$ cat src/mcs_pkg.sv
// Package for the microcode control sequencer: item types, strobe bits, opcode and skip codes.
`default_nettype none
package mcs_pkg;

   localparam int StepWidth = 3;
   localparam int CwWidth   = 16;

   // control word strobe bit positions
   localparam int CwFi  = 0;
   localparam int CwJ   = 1;
   localparam int CwCo  = 2;
   localparam int CwCe  = 3;
   localparam int CwOi  = 4;
   localparam int CwBi  = 5;
   localparam int CwSu  = 6;
   localparam int CwEo  = 7;
   localparam int CwAo  = 8;
   localparam int CwAi  = 9;
   localparam int CwIi  = 10;
   localparam int CwIo  = 11;
   localparam int CwRo  = 12;
   localparam int CwRi  = 13;
   localparam int CwMi  = 14;
   localparam int CwHlt = 15;

   // opcodes
   localparam logic [3:0] OP_SKIP  = 4'd0;
   localparam logic [3:0] OP_LOAD  = 4'd1;
   localparam logic [3:0] OP_STORE = 4'd2;
   localparam logic [3:0] OP_ADD   = 4'd3;
   localparam logic [3:0] OP_SUB   = 4'd4;
   localparam logic [3:0] OP_ADC   = 4'd5;
   localparam logic [3:0] OP_SBC   = 4'd6;
   localparam logic [3:0] OP_OUT   = 4'd7;
   localparam logic [3:0] OP_JUMP  = 4'd8;

   // skip family codes (operand nibble)
   localparam logic [3:0] SK_NOP   = 4'd0;
   localparam logic [3:0] SK_HALT  = 4'd1;
   localparam logic [3:0] SK_OUTA  = 4'd2;
   localparam logic [3:0] SK_Z     = 4'd3;
   localparam logic [3:0] SK_NZ    = 4'd4;
   localparam logic [3:0] SK_C     = 4'd5;
   localparam logic [3:0] SK_NC    = 4'd6;
   localparam logic [3:0] SK_V     = 4'd7;
   localparam logic [3:0] SK_NV    = 4'd8;
   localparam logic [3:0] SK_N     = 4'd9;
   localparam logic [3:0] SK_NORZ  = 4'd10;
   localparam logic [3:0] SK_POS   = 4'd11;
   localparam logic [3:0] SK_NN    = 4'd12;

   // micro-steps
   localparam logic [StepWidth-1:0] STEP_FETCH0 = 3'd0;
   localparam logic [StepWidth-1:0] STEP_FETCH1 = 3'd1;
   localparam logic [StepWidth-1:0] STEP_EXEC0  = 3'd2;
   localparam logic [StepWidth-1:0] STEP_EXEC1  = 3'd3;
   localparam logic [StepWidth-1:0] STEP_EXEC2  = 3'd4;

   typedef struct packed {
      logic [3:0] opcode;
      logic [3:0] operand;
      logic       carry_flag;
      logic       zero_flag;
      logic       negative_flag;
      logic       overflow_flag;
   } req_type;

   typedef struct packed {
      logic [CwWidth-1:0]   control_word;
      logic                 carry_extend;
      logic [StepWidth-1:0] current_step;
      logic [StepWidth-1:0] next_step;
   } rsp_type;

endpackage
`default_nettype wire

$ cat src/microcode_control_sequencer.sv
// Top level of the microcode control sequencer: step counter, decode and result skid buffer.
`default_nettype none
// One item per cycle while req_stall is low: each accepted item (opcode, operand, flags) is
// decoded against the micro-step counter in the same cycle and its control word is registered
// in a result register. The counter advances at each accepted item; a halt freezes it. A
// second result register takes an item while the first waits on rsp_stall; req_stall rises
// only when both are full.
module microcode_control_sequencer
   import mcs_pkg::*;
(
   input  wire logic    clock,
   input  wire logic    reset,
   input  wire logic    req_valid,
   output logic         req_stall,
   input  wire req_type req_data,
   output logic         rsp_valid,
   input  wire logic    rsp_stall,
   output rsp_type      rsp_data
);

   logic [StepWidth-1:0] step_ff;
   logic [StepWidth-1:0] step_in;
   logic                 out_valid_ff;
   logic                 out_valid_in;
   rsp_type              out_ff;
   rsp_type              out_in;
   logic                 skid_valid_ff;
   logic                 skid_valid_in;
   rsp_type              skid_ff;
   rsp_type              skid_in;
   rsp_type              dec;
   logic                 accept;
   logic                 taken;

   mcs_decode u_decode (
      .step (step_ff),
      .req  (req_data),
      .rsp  (dec)
   );

   assign req_stall = skid_valid_ff;
   assign accept    = req_valid && !skid_valid_ff;
   assign taken     = out_valid_ff && !rsp_stall;
   assign rsp_valid = out_valid_ff;
   assign rsp_data  = out_ff;

   always_comb begin
      step_in       = accept ? dec.next_step : step_ff;
      out_valid_in  = out_valid_ff;
      out_in        = out_ff;
      skid_valid_in = skid_valid_ff;
      skid_in       = skid_ff;
      if (taken) begin
         if (skid_valid_ff) begin
            out_in        = skid_ff;
            skid_valid_in = 1'b0;
         end else if (accept) begin
            out_in = dec;
         end else begin
            out_valid_in = 1'b0;
         end
      end else if (accept) begin
         if (!out_valid_ff) begin
            out_in       = dec;
            out_valid_in = 1'b1;
         end else begin
            skid_in       = dec;
            skid_valid_in = 1'b1;
         end
      end
   end

   always_ff @(posedge clock) begin
      if (reset) begin
         step_ff       <= STEP_FETCH0;
         out_valid_ff  <= 1'b0;
         skid_valid_ff <= 1'b0;
      end else begin
         step_ff       <= step_in;
         out_valid_ff  <= out_valid_in;
         skid_valid_ff <= skid_valid_in;
      end
      out_ff  <= out_in;
      skid_ff <= skid_in;
   end

   // skid slot only ever fills behind a waiting result
   a_skid_behind_out: assert property (@(posedge clock) disable iff (reset)
      skid_valid_ff |-> out_valid_ff)
      else $error("skid holds an item while result register is empty");

   // a halting control word never moves the step
   a_halt_freezes: assert property (@(posedge clock) disable iff (reset)
      (rsp_valid && rsp_data.control_word[CwHlt]) |->
         (rsp_data.next_step == rsp_data.current_step))
      else $error("halt result with a moving step");

   // carry extend only on the ALU write-back step
   a_ext_on_alu: assert property (@(posedge clock) disable iff (reset)
      (rsp_valid && rsp_data.carry_extend) |->
         (rsp_data.control_word[CwEo] && rsp_data.control_word[CwFi]
          && rsp_data.next_step == STEP_FETCH0))
      else $error("carry extend outside the ALU step");

   // the counter follows the next step of the item just taken
   a_step_follows: assert property (@(posedge clock) disable iff (reset)
      accept |=> (step_ff == $past(dec.next_step)))
      else $error("step counter lost track of decoded next step");

endmodule
`default_nettype wire

$ cat src/mcs_decode.sv
// Microcode decode: control word and next step from the current step and one item.
`default_nettype none
module mcs_decode
   import mcs_pkg::*;
(
   input  wire logic [StepWidth-1:0] step,
   input  wire req_type              req,
   output rsp_type                   rsp
);

   logic [CwWidth-1:0]   cw;
   logic                 ext;
   logic [StepWidth-1:0] nxt;
   logic                 halt;
   logic                 take;
   logic                 code_ok;

   // skip test evaluation
   always_comb begin
      take    = 1'b0;
      code_ok = 1'b1;
      case (req.operand)
         SK_Z:    take = req.zero_flag;
         SK_NZ:   take = !req.zero_flag;
         SK_C:    take = req.carry_flag;
         SK_NC:   take = !req.carry_flag;
         SK_V:    take = req.overflow_flag;
         SK_NV:   take = !req.overflow_flag;
         SK_N:    take = req.negative_flag;
         SK_NORZ: take = req.negative_flag || req.zero_flag;
         SK_POS:  take = !req.negative_flag && !req.zero_flag;
         SK_NN:   take = !req.negative_flag;
         default: code_ok = 1'b0;
      endcase
   end

   always_comb begin
      cw   = '0;
      ext  = 1'b0;
      nxt  = step + StepWidth'(1);
      halt = 1'b0;
      if (step == STEP_FETCH0) begin
         cw[CwCo] = 1'b1;
         cw[CwCe] = 1'b1;
         cw[CwMi] = 1'b1;
      end else if (step == STEP_FETCH1) begin
         cw[CwRo] = 1'b1;
         cw[CwIi] = 1'b1;
      end else begin
         case (req.opcode)
            OP_SKIP: begin
               if (step != STEP_EXEC0) begin
                  halt = 1'b1;
               end else if (req.operand == SK_NOP) begin
                  nxt = STEP_FETCH0;
               end else if (req.operand == SK_HALT) begin
                  halt = 1'b1;
               end else if (req.operand == SK_OUTA) begin
                  cw[CwAo] = 1'b1;
                  cw[CwOi] = 1'b1;
                  nxt      = STEP_FETCH0;
               end else if (!code_ok) begin
                  halt = 1'b1;
               end else begin
                  cw[CwCe] = take;
                  nxt      = STEP_FETCH0;
               end
            end
            OP_LOAD, OP_STORE, OP_OUT: begin
               if (step == STEP_EXEC0) begin
                  cw[CwIo] = 1'b1;
                  cw[CwMi] = 1'b1;
               end else if (step == STEP_EXEC1) begin
                  nxt = STEP_FETCH0;
                  if (req.opcode == OP_LOAD) begin
                     cw[CwRo] = 1'b1;
                     cw[CwAi] = 1'b1;
                  end else if (req.opcode == OP_STORE) begin
                     cw[CwAo] = 1'b1;
                     cw[CwRi] = 1'b1;
                  end else begin
                     cw[CwRo] = 1'b1;
                     cw[CwOi] = 1'b1;
                  end
               end else begin
                  halt = 1'b1;
               end
            end
            OP_ADD, OP_SUB, OP_ADC, OP_SBC: begin
               if (step == STEP_EXEC0) begin
                  cw[CwIo] = 1'b1;
                  cw[CwMi] = 1'b1;
               end else if (step == STEP_EXEC1) begin
                  cw[CwRo] = 1'b1;
                  cw[CwBi] = 1'b1;
               end else if (step == STEP_EXEC2) begin
                  cw[CwEo] = 1'b1;
                  cw[CwAi] = 1'b1;
                  cw[CwFi] = 1'b1;
                  cw[CwSu] = (req.opcode == OP_SUB) || (req.opcode == OP_SBC);
                  ext      = (req.opcode == OP_ADC) || (req.opcode == OP_SBC);
                  nxt      = STEP_FETCH0;
               end else begin
                  halt = 1'b1;
               end
            end
            OP_JUMP: begin
               if (step == STEP_EXEC0) begin
                  cw[CwIo] = 1'b1;
                  cw[CwJ]  = 1'b1;
                  nxt      = STEP_FETCH0;
               end else begin
                  halt = 1'b1;
               end
            end
            default: halt = 1'b1;
         endcase
      end
      // halt overrides everything and freezes the step
      if (halt) begin
         cw         = '0;
         cw[CwHlt]  = 1'b1;
         ext        = 1'b0;
         nxt        = step;
      end
   end

   assign rsp.control_word = cw;
   assign rsp.carry_extend = ext;
   assign rsp.current_step = step;
   assign rsp.next_step    = nxt;

endmodule
`default_nettype wire

$ cat config.mk
export PLATFORM = sky130hd
export DESIGN_NAME = microcode_control_sequencer
export DESIGN_NICKNAME = d
export VERILOG_FILES = /design/src/mcs_pkg.sv /design/src/microcode_control_sequencer.sv /design/src/mcs_decode.sv
export SDC_FILE = /design/constraint.sdc
export NUM_CORES = 1
export LEC_CHECK = 0
export BUFFER_PORTS_ARGS = -buffer_cell sky130_fd_sc_hd__clkbuf_2
export CAP_MARGIN = 20
export CORE_ASPECT_RATIO = 0.5
export CORE_MARGIN = 5
export CORE_UTILIZATION = 54
export DETAILED_ROUTE_END_ITERATION = 6
export PLACE_DENSITY = 0.76
export SLEW_MARGIN = 5
export SYNTH_ARGS = -nofsm -noshare
export SYNTH_HDL_FRONTEND = slang
export SYNTH_SLANG_ARGS = --single-unit
export TNS_END_PERCENT = 100
$ cat constraint.sdc
create_clock -name clock -period 8.48 [get_ports clock]
set_clock_uncertainty 0.15 [all_clocks]
set_input_delay 0.424 -clock clock [delete_from_list [all_inputs] [get_ports clock]]
set_output_delay 0.424 -clock clock [all_outputs]
set_load 0.005 [all_outputs]
==> Word level (Yosys, flattened, before mapping) <==
Index checks and enable logic that the tools add are counted.
{ "word_totals": {"ff_bits": 51, "wordCells": 168} }
{ "classes": {"addsub": 1, "n_eq_ne": 28, "muxes": 100, "n_bitwise": 1, "reduce_logical": 27} }
{ "ops": {"columns": ["cell", "count"], "rows": [
  ["two-way mux 23 bit", 5],
  ["two-way mux 1 bit", 57],
  ["two-way mux 3 bit", 16],
  ["equality test 4 x 3 -> 1 bit (second input constant)", 8],
  ["equality test 4 bit (second input constant)", 6],
  ["two-way mux 2 bit", 12],
  ["equality test 4 x 2 -> 1 bit (second input constant)", 4],
  ["two-way mux 16 bit", 1],
  ["one-hot mux 3 bit (4 select lines)", 1],
  ["two-way mux 10 bit", 1],
  ["one-hot mux 1 bit (10 select lines)", 1],
  ["OR reduction 10 bit", 1],
  ["AND reduction 3 bit", 3],
  ["equality test 4 x 1 -> 1 bit (second input constant)", 2],
  ["zero test 4 bit", 2],
  ["one-hot mux 1 bit (2 select lines)", 4],
  ["OR reduction 8 bit", 1],
  ["two-way mux 7 bit", 1],
  ["OR reduction 7 bit", 1],
  ["equality test 3 x 2 -> 1 bit (second input constant)", 2],
  ["zero test 1 bit", 6],
  ["inequality test 2 bit (second input constant)", 2],
  ["one-hot mux 1 bit (4 select lines)", 1],
  ["nonzero test 2 bit", 2],
  ["13 further kinds", 17]
]} }

==> Longest topological paths before layout <==
Gate-level depths: netlist (run 1).
{ "depth": {"word_depth": 15, "mapped_depth": 10, "depth_no_buf": 9} }

==> By module <==
Synthesis (run 1) repeated with hierarchy kept, for this count alone.
{ "hier_totals": {"cells_unflattened": 218, "hier_area_um2": 2826.5} }
{ "modules_own_cells": {"columns": ["module", "n_inst", "cells_per_inst", "area_each_um2"], "rows": [
  ["microcode_control_sequencer", 1, 98, 1998.2],
  ["mcs_decode", 1, 120, 828.3]
]} }

==> Least setup slack after synthesis (run 1) <==
Ideal clock, no wire load.
{ "synth_timing": {"path_type": "input -> register", "start": "input req_valid", "end": "register out_ff (netlist bit rsp_data[0]) (enable)", "setup_ns": 0.435, "arrival_time_ns": 2.640, "required_time_ns": 7.895, "path_slack_ns": 5.254, "cell_stages": 4, "n_path_buf": 0, "cell_sequence": "nor2b_1 inv_1 ha_1 a211oi_1"} }
{ "synth_via": {"elab_chain_cells": 3, "word_cells_on_any_way": 4, "cone_classes": "reduce/logical: 4"} }
{ "synth_lines": {"columns": ["item", "line_no", "text"], "rows": [
  ["from (decl)", "microcode_control_sequencer.sv:13", "input wire logic req_valid,"],
  ["logical AND 1 bit (*)", "microcode_control_sequencer.sv:42", "assign accept = req_valid && !skid_valid_ff;"],
  ["nonzero test 2 bit (no line)", null, null],
  ["AND reduction 3 bit (no line) (*)", null, null],
  ["to (signal assigned)", "microcode_control_sequencer.sv:83", "out_ff <= out_in;"],
  ["to (decl)", "microcode_control_sequencer.sv:25", "rsp_type out_ff;"]
]} }
Every way passes the cells marked *; elsewhere a longest branch is shown, timed or not.
A chain may end at the register's enable or synchronous reset.

==> key figures, run 1 <==
Critical path
  – Max FO, Critical Path: 10
  – R2R setup slack: 5560 ps
  – R2r startpoint: step_ff[0]
  – CP startpoint kind: flip-flop
  – Critical path, cell by cell: inv_1 -> ha_1 -> o21bai_1 -> o21ai_0 -> a2111oi_2 -> nor2b_1 -> mux2_4 -> mux2_2
  – Crit Reg-Reg Endpoint: rsp_data[1]
  – CP Data Arrival Time: around 2800 ps
  – WS Path Type: flip-flop to flip-flop
  – Critical Path RT: about 8400 ps
  – Crit-path max cell delay: ~500 ps
  – Crit path max-delay cell type: a2111oi_2
  – Reg2reg path depth: 8
  – Nature of the critical path endpoint: flip-flop

Clock tree
  – Reg clk slew, reported paths: roughly 100 ps
  – Cts bufs inserted: 5
  – CTS Buffer Depth: 2
  – Post-CTS setup buffer count: 0
  – CTS Hold Buffers Added: 0
  – Clock latency on the worst-skew pair: 300 ps
  – Clock root cell: clkbuf_8
  – Post-cts sizing count: 0
  – H-tree depth: 2
  – CTS tree: built
  – CTS sink count: 49

Placement
  – Routability Congestion: between 0.8 and 0.9
  – Pre-CTS setup slack: between 5000 and 6000 ps
  – Dpl hpwl: slightly below 4 mm
  – IO buf count: 40

Global route
  – Initial antenna violation count: 0
  – Pin count of the biggest net entering global routing: 25
  – Global-route wire length before repair: approximately 8.5 mm
  – GRT Total Usage: 0.172
  – Total gr overflow: 0
  – Vias in the first global route: approximately 1.8k

Synth
  – Mapped cell area: between 0.002 and 0.003 mm^2
  – Asr flop ratio synth: 0
  – Mapped Avg Cell Area: ~11 um^2
  – Predominant post-synthesis flop cell: edfxtp_1
  – Post-Syn Instances: approximately 240
  – Distinct cells, synth: 56
  – Post-synthesis sequential area ratio: 0.538
  – Yosys warns: 0
  – Mapped Nets: about 270
  – Seq cells post-synth: 49
  – Post-synth EDFFs: between 40 and 50

Run
  – Max-cap violations: 0

Power and ir drop
  – Gate power share: 0.189
  – Switching component of the power: 0.000149 W
  – Clock power frac: 0.265
  – Pwr per Cell Area: between 150 and 200 mW/mm^2
  – Internal power: 0.000388 W
  – Reg power frac: 0.547
  – Switching share of power: 0.277
  – Peak supply drop: slightly above 0.0001 V
  – Total power: 0.000537 W
  – Static leakage: 1.11 nW

STA
  – Final setup violation count: 0
  – TNS Setup: 0 ps
  – Final Slew Violations: 0
  – Worst Slack Setup Final: between 5000 and 6000 ps
  – Fmax: 342 MHz
  – RSZ-0062 raised after global routing: false
  – Period utilisation layout: 0.345
  – Final min period: a little under 3000 ps
  – Hold Vio Cnt, Final: 0
  – Slew at the pin with the worst max-slew slack: between 1000 and 1500 ps
  – Max-slew headroom: 0.331

Routing
  – Vias/cell: between 5 and 6
  – Iter 0 DRT Violations: 130
  – Post-route ant nets: 0
  – Drt pass-1 iters: 4
  – DRC viols: 0
  – Vias: about 1.9k
  – Avg WL per Cell: 15.2 um
  – Post-Route WL: between 5 and 6 mm

Floorplanning
  – Die Height: approximately 59 um
  – Die Wd: 109 um
  – Initial Util: 0.548
  – Io pins: 41
  – Core footprint: around 0.0048 mm^2
  – Die area: roughly 0.0065 mm^2
  – Row count: 18

Outcome
  – Status: finished clean

Finish
  – Final net count: about 300
  – Area grow syn2layout: 11.3%
  – ANT cells: 0
  – Layout cells sized above 1: 0.268

Hold path
  – Hold Path End: step_ff[2]
  – Worst min path class: input pin to flip-flop
  – Hold Crit Depth: 2
  – Hold path startpoint: reset
[cell usage after synthesis (2+ instances only)]
master / n / area, um^2
dfxtp_1: 5 / 100
a211oi_1: 3 / 22.5
clkbuf_8: 2 / 27.5
mux2_4: 2 / 30.0
buf_6: 3 / 33.8
nor2b_1: 3 / 18.8
nand2_1: 46 / 173
xnor2_1: 2 / 17.5
nor3_1: 5 / 25.0
mux2i_1: 2 / 20.0
o21ai_0: 11 / 55.1
clkbuf_1: 4 / 15.0
a31oi_1: 3 / 18.8
nor4b_1: 2 / 17.5
inv_1: 12 / 45.0
buf_4: 3 / 22.5
ha_1: 7 / 87.6
nor2_1: 21 / 78.8
nor4_1: 4 / 25.0
a21oi_1: 9 / 45.0
o211ai_1: 2 / 15.0
edfxtp_1: 44 / 1320
mux2_2: 6 / 67.6
o31ai_1: 2 / 15.0
or3_1: 3 / 18.8
nand3_1: 7 / 35.0
[layout make-up]
| class | instances | area, um^2 |
|---|---|---|
| Timing Repair Buffer | 42 | 215 |
| Fill cell | 443 | 1880 |
| Tap cell | 70 | 87.6 |
| Multi-Input combinational cell | 169 | 1080 |
| Inverter | 12 | 45.0 |
| Clock inverter | 3 | 26.3 |
| Sequential cell | 49 | 1420 |
| Clock buffer | 5 | 68.8 |
[logic make-up after synthesis]
logic type,share of synthesized area
xor+xnor,0.00663
compound gates,0.122
flops,0.538
fa+ha+maj,0.0331
simple gates,0.191
mux,0.0530
buf+inv,0.0563
[worst max path at each step]
stage           startpoint     endpoint  slack [ps]  depth (start not counted)
2_1_floorplan    req_valid  rsp_data[0]        5250                          4
3_3_place_gp   req_data[9]  rsp_data[1]        5700                          7
3_5_place_dp    step_ff[0]  rsp_data[1]        5650                          8
4_1_cts         step_ff[0]  rsp_data[1]        5590                          8
5_1_grt         step_ff[0]  rsp_data[1]        5420                          8
6_report        step_ff[0]  rsp_data[1]        5560                          8
[state kept, by name, summed over array words and instances (netlist names)]
name       flops
rsp_data      22
skid_ff       22
step_ff        3
req_stall      1
rsp_valid      1
[power groups by stage]
| stage | Clock [W] | Sequential, W | Combinational, W |
|---|---|---|---|
| final | 0.000142 | 0.000294 | 0.000101 |
| after global routing | 0.000155 | 0.000295 | 0.000113 |
| after CTS | 0.000144 | 0.000294 | 0.000102 |
| after detailed placement | 0 | 0.000299 | 0.000102 |
| after global placement | 0 | 0.000298 | 0.0000986 |
| after floorplan | 0 | 0.000300 | 0.0000709 |
[critical path: cells and delay by family (launching register included)]
family                   cells  cell delay (ps)
AO/OA/AOI/OAI                3              910
flip-flops                   1              480
adder cells (fa/ha/maj)      1              340
AND/OR/NAND/NOR              1              130
multiplexers                 2              540
buffers and inverters        1              120
[routing by layer]
| layer | GRT usage | part of all wire | up-vias |
|---|---|---|---|
| met1 | 0.245 | 0.48 | 898 |
| met3 | 0.0381 | 0.055 | 4 |
| met4 | 0.0270 | 0.0073 | 0 |
| met5 | 0 | 0 | - |
| li1 | - | - | 950 |
| met2 | 0.277 | 0.45 | 56 |
[metrics by stage]
stage	cells	area [um^2]	hold WS [ps]	util
3_3_place_gp	342	2850	340	0.591
5_1_grt	350	2940	217	0.610
4_1_cts	350	2940	206	0.610
3_5_place_dp	342	2850	344	0.591
2_1_floorplan	243	2640	304	-
6_report	350	2940	208	0.610
[cell usage in the layout, fill, tap and decap left out, drive strengths merged, types with 4 or more instances in the layout]
| cell type | n |
|---|---|
| clkbuf | 45 |
| nor2 | 21 |
| dfxtp | 5 |
| nand3 | 7 |
| edfxtp | 44 |
| nor4 | 4 |
| nand2 | 47 |
| inv | 13 |
| a21oi | 10 |
| o21ai | 11 |
| a211oi | 4 |
| mux2 | 8 |
| ha | 7 |
| nor3 | 6 |
Note: power is estimated with default switching activity, not from simulation.
==> run 2, diff against run 1 <==
- CORE_UTILIZATION: 54 -> 51
- clock period: 8.48 -> 2.5 ns (I/O delays scaled with it)
==> key figures, run 2 (synthesized netlist as in run 1, its figures left out) <==
Critical path
  – Nature of the critical path endpoint: flip-flop
  – Crit-path max cell delay: 360 ps (-140 ps)
  – Reg2reg path depth: 7 (-1)
  – WS Path Type: flip-flop to flip-flop
  – R2r startpoint: step_ff[0]
  – CP startpoint kind: flip-flop
  – CP Data Arrival Time: 2410 ps (-420 ps)
  – Crit Reg-Reg Endpoint: rsp_data[0]
  – Critical path, cell by cell: ha_2 -> ha_4 -> nor4_1 -> o211ai_1 -> a21o_4 -> mux2_4 -> mux2_2
  – Crit path max-delay cell type: dfxtp_4
  – Max FO, Critical Path: 8 (-2)
  – R2R setup slack: 3 ps (-5550 ps)
  – Critical Path RT: 2410 ps (-5980 ps)

STA
  – Fmax: 400 MHz (+17%)
  – Hold Vio Cnt, Final: 0 (unchanged)
  – Final min period: 2500 ps (-427 ps)
  – Max-slew headroom: 0.672 (+0.341)
  – Worst hold slack: 132 ps (-76.8 ps)
  – Period utilisation layout: 0.999 (+0.654)
  – Slew at the pin with the worst max-slew slack: 485 ps (-518 ps)
  – Final setup violation count: 0 (unchanged)
  – Final Slew Violations: 0 (unchanged)
  – Worst Slack Setup Final: 2.89 ps (-5550 ps)

Routing
  – Post-Route WL: 5.73 mm (+7.9%)
  – Post-route ant nets: 0 (unchanged)
  – Drt pass-1 iters: 5 (+1)
  – Vias/cell: 5.50 (+0.96%)
  – Avg WL per Cell: 15.4 um (+1.3%)
  – Vias: 2053 (+7.6%)
  – DRC viols: 0 (unchanged)
  – Iter 0 DRT Violations: 241 (+85%)

Global route
  – Vias in the first global route: 1862 (+3.8%)
  – Total gr overflow: 0 (unchanged)
  – GRT Total Usage: 0.170 (-0.00178)
  – Pin count of the biggest net entering global routing: 25 (unchanged)
  – Initial antenna violation count: 0 (unchanged)
  – Global-route wire length before repair: 9.07 mm (+6.5%)

Hold path
  – Hold Path End: req_stall
  – Hold Crit Depth: 3 (+1)
  – Worst min path class: input pin to flip-flop
  – Hold path startpoint: rsp_stall

Clock tree
  – Cts bufs inserted: 5 (unchanged)
  – Clock root cell: clkbuf_8
  – Clock latency on the worst-skew pair: 300 ps (about the same)
  – CTS Buffer Depth: 2 (unchanged)
  – H-tree depth: 2 (unchanged)
  – CTS sink count: 49 (unchanged)
  – Reg clk slew, reported paths: 90 ps (about the same)
  – CTS tree: built

Floorplanning
  – Die Wd: 112 um (+2.6%)
  – Core footprint: 0.00498 mm^2 (+3.3%)
  – Io pins: 41 (unchanged)
  – Die Height: 60.9 um (+2.4%)
  – Initial Util: 0.531 (-0.0174)
  – Die area: 0.00681 mm^2 (+5.1%)
  – Row count: 18 (unchanged)

Finish
  – Filler cell count: 400 (-9.7%)
  – Most frequent cells in the layout: 46 x nand2_1, 44 x edfxtp_1, 40 x clkbuf_2
  – Layout cells sized above 1: 0.347 (+0.0787)
  – Cell area after layout: 0.00319 mm^2 (+8.5%)
  – Area grow syn2layout: 20.8%
  – Final net count: 325 (+7.6%)
  – ANT cells: 0 (unchanged)
  – Final core utilization: 0.641 (+0.0309)
  – Final std cells w/o fill: 373 (+6.6%)
  – Commonest non-fill, non-tap cell in the layout: nand2_1

Placement
  – Post-DP Area: 0.00298 mm^2 (+4.8%)
  – Dpl hpwl: 4.04 mm (+3.0%)
  – Pre-CTS setup slack: -165 ps (-5820 ps)
  – Routability Congestion: 0.916 (+6.6%)
  – IO buf count: 40 (unchanged)
  – Placed instance count: 360 (+5.3%)

Power and ir drop
  – Static leakage: 1.24 nW (+12%)
  – Peak supply drop: 0.000333 V (+230%)
  – Pwr per Cell Area: 619 mW/mm^2 (+240%)

Outcome
  – Status: finished clean

Run
  – Max-cap violations: 0 (unchanged)
run 2: per-stage QoR:
step           power (W)  setup TNS (ps)
6_report         0.00198               0
5_1_grt          0.00207           -49.5
4_1_cts          0.00197               0
3_5_place_dp     0.00140            -289
3_3_place_gp     0.00139           -53.0
2_1_floorplan    0.00126               0
run 2: worst max-delay path by stage:
stage | endpoint | start | cells past startpoint | slack, ps
6_report | rsp_data[0] | step_ff[0] | 7 | 3
5_1_grt | rsp_data[1] | step_ff[0] | 9 | -30
4_1_cts | rsp_data[0] | step_ff[0] | 7 | 1
3_5_place_dp | rsp_data[1] | step_ff[1] | 8 | -170
3_3_place_gp | rsp_data[1] | step_ff[1] | 8 | -40
2_1_floorplan | rsp_data[1] | step_ff[2] | 9 | 30
run 2: routing by layer:
| layer | vias up | track usage | routed length, um |
|---|---|---|---|
| li1 | 996 | - | - |
| met1 | 939 | 0.232 | 2530 |
| met4 | 0 | 0.0589 | 144 |
| met5 | - | 0 | 0 |
| met3 | 20 | 0.0369 | 383 |
| met2 | 98 | 0.277 | 2670 |
run 2: what timing repair did:
action,4_1_cts,5_1_grt
endpoints found under the hold margin,5,0
setup endpoints to repair,3,3
buffers inserted,1,2
hold buffers,2,0
pin swaps,1,4
resized for setup,2,13
run 2: area by class of cell:
cell class	count	area, um^2	area share
Tap cell	70	87.6	0.0274
Clock inverter	3	43.8	0.0137
Clock buffer	5	68.8	0.0216
Sequential cell	49	1430	0.448
Timing Repair Buffer	65	393	0.123
Multi-Input combinational cell	169	1120	0.352
Inverter	12	45.0	0.0141
run 2: worst max-delay path: cells and delay by family (launching register included):
kind / cells / cell delay, ps
AO/OA/AOI/OAI: 2 / 470
AND/OR/NAND/NOR: 1 / 310
adder cells (fa/ha/maj): 2 / 400
multiplexers: 2 / 570
flip-flops: 1 / 360
run 2: power by group:
part / internal (W) / total (W) / switching [W]
Sequential: 0.000970 / 0.000993 / 0.0000224
Clock: 0.000300 / 0.000564 / 0.000264
Combinational: 0.000193 / 0.000420 / 0.000227
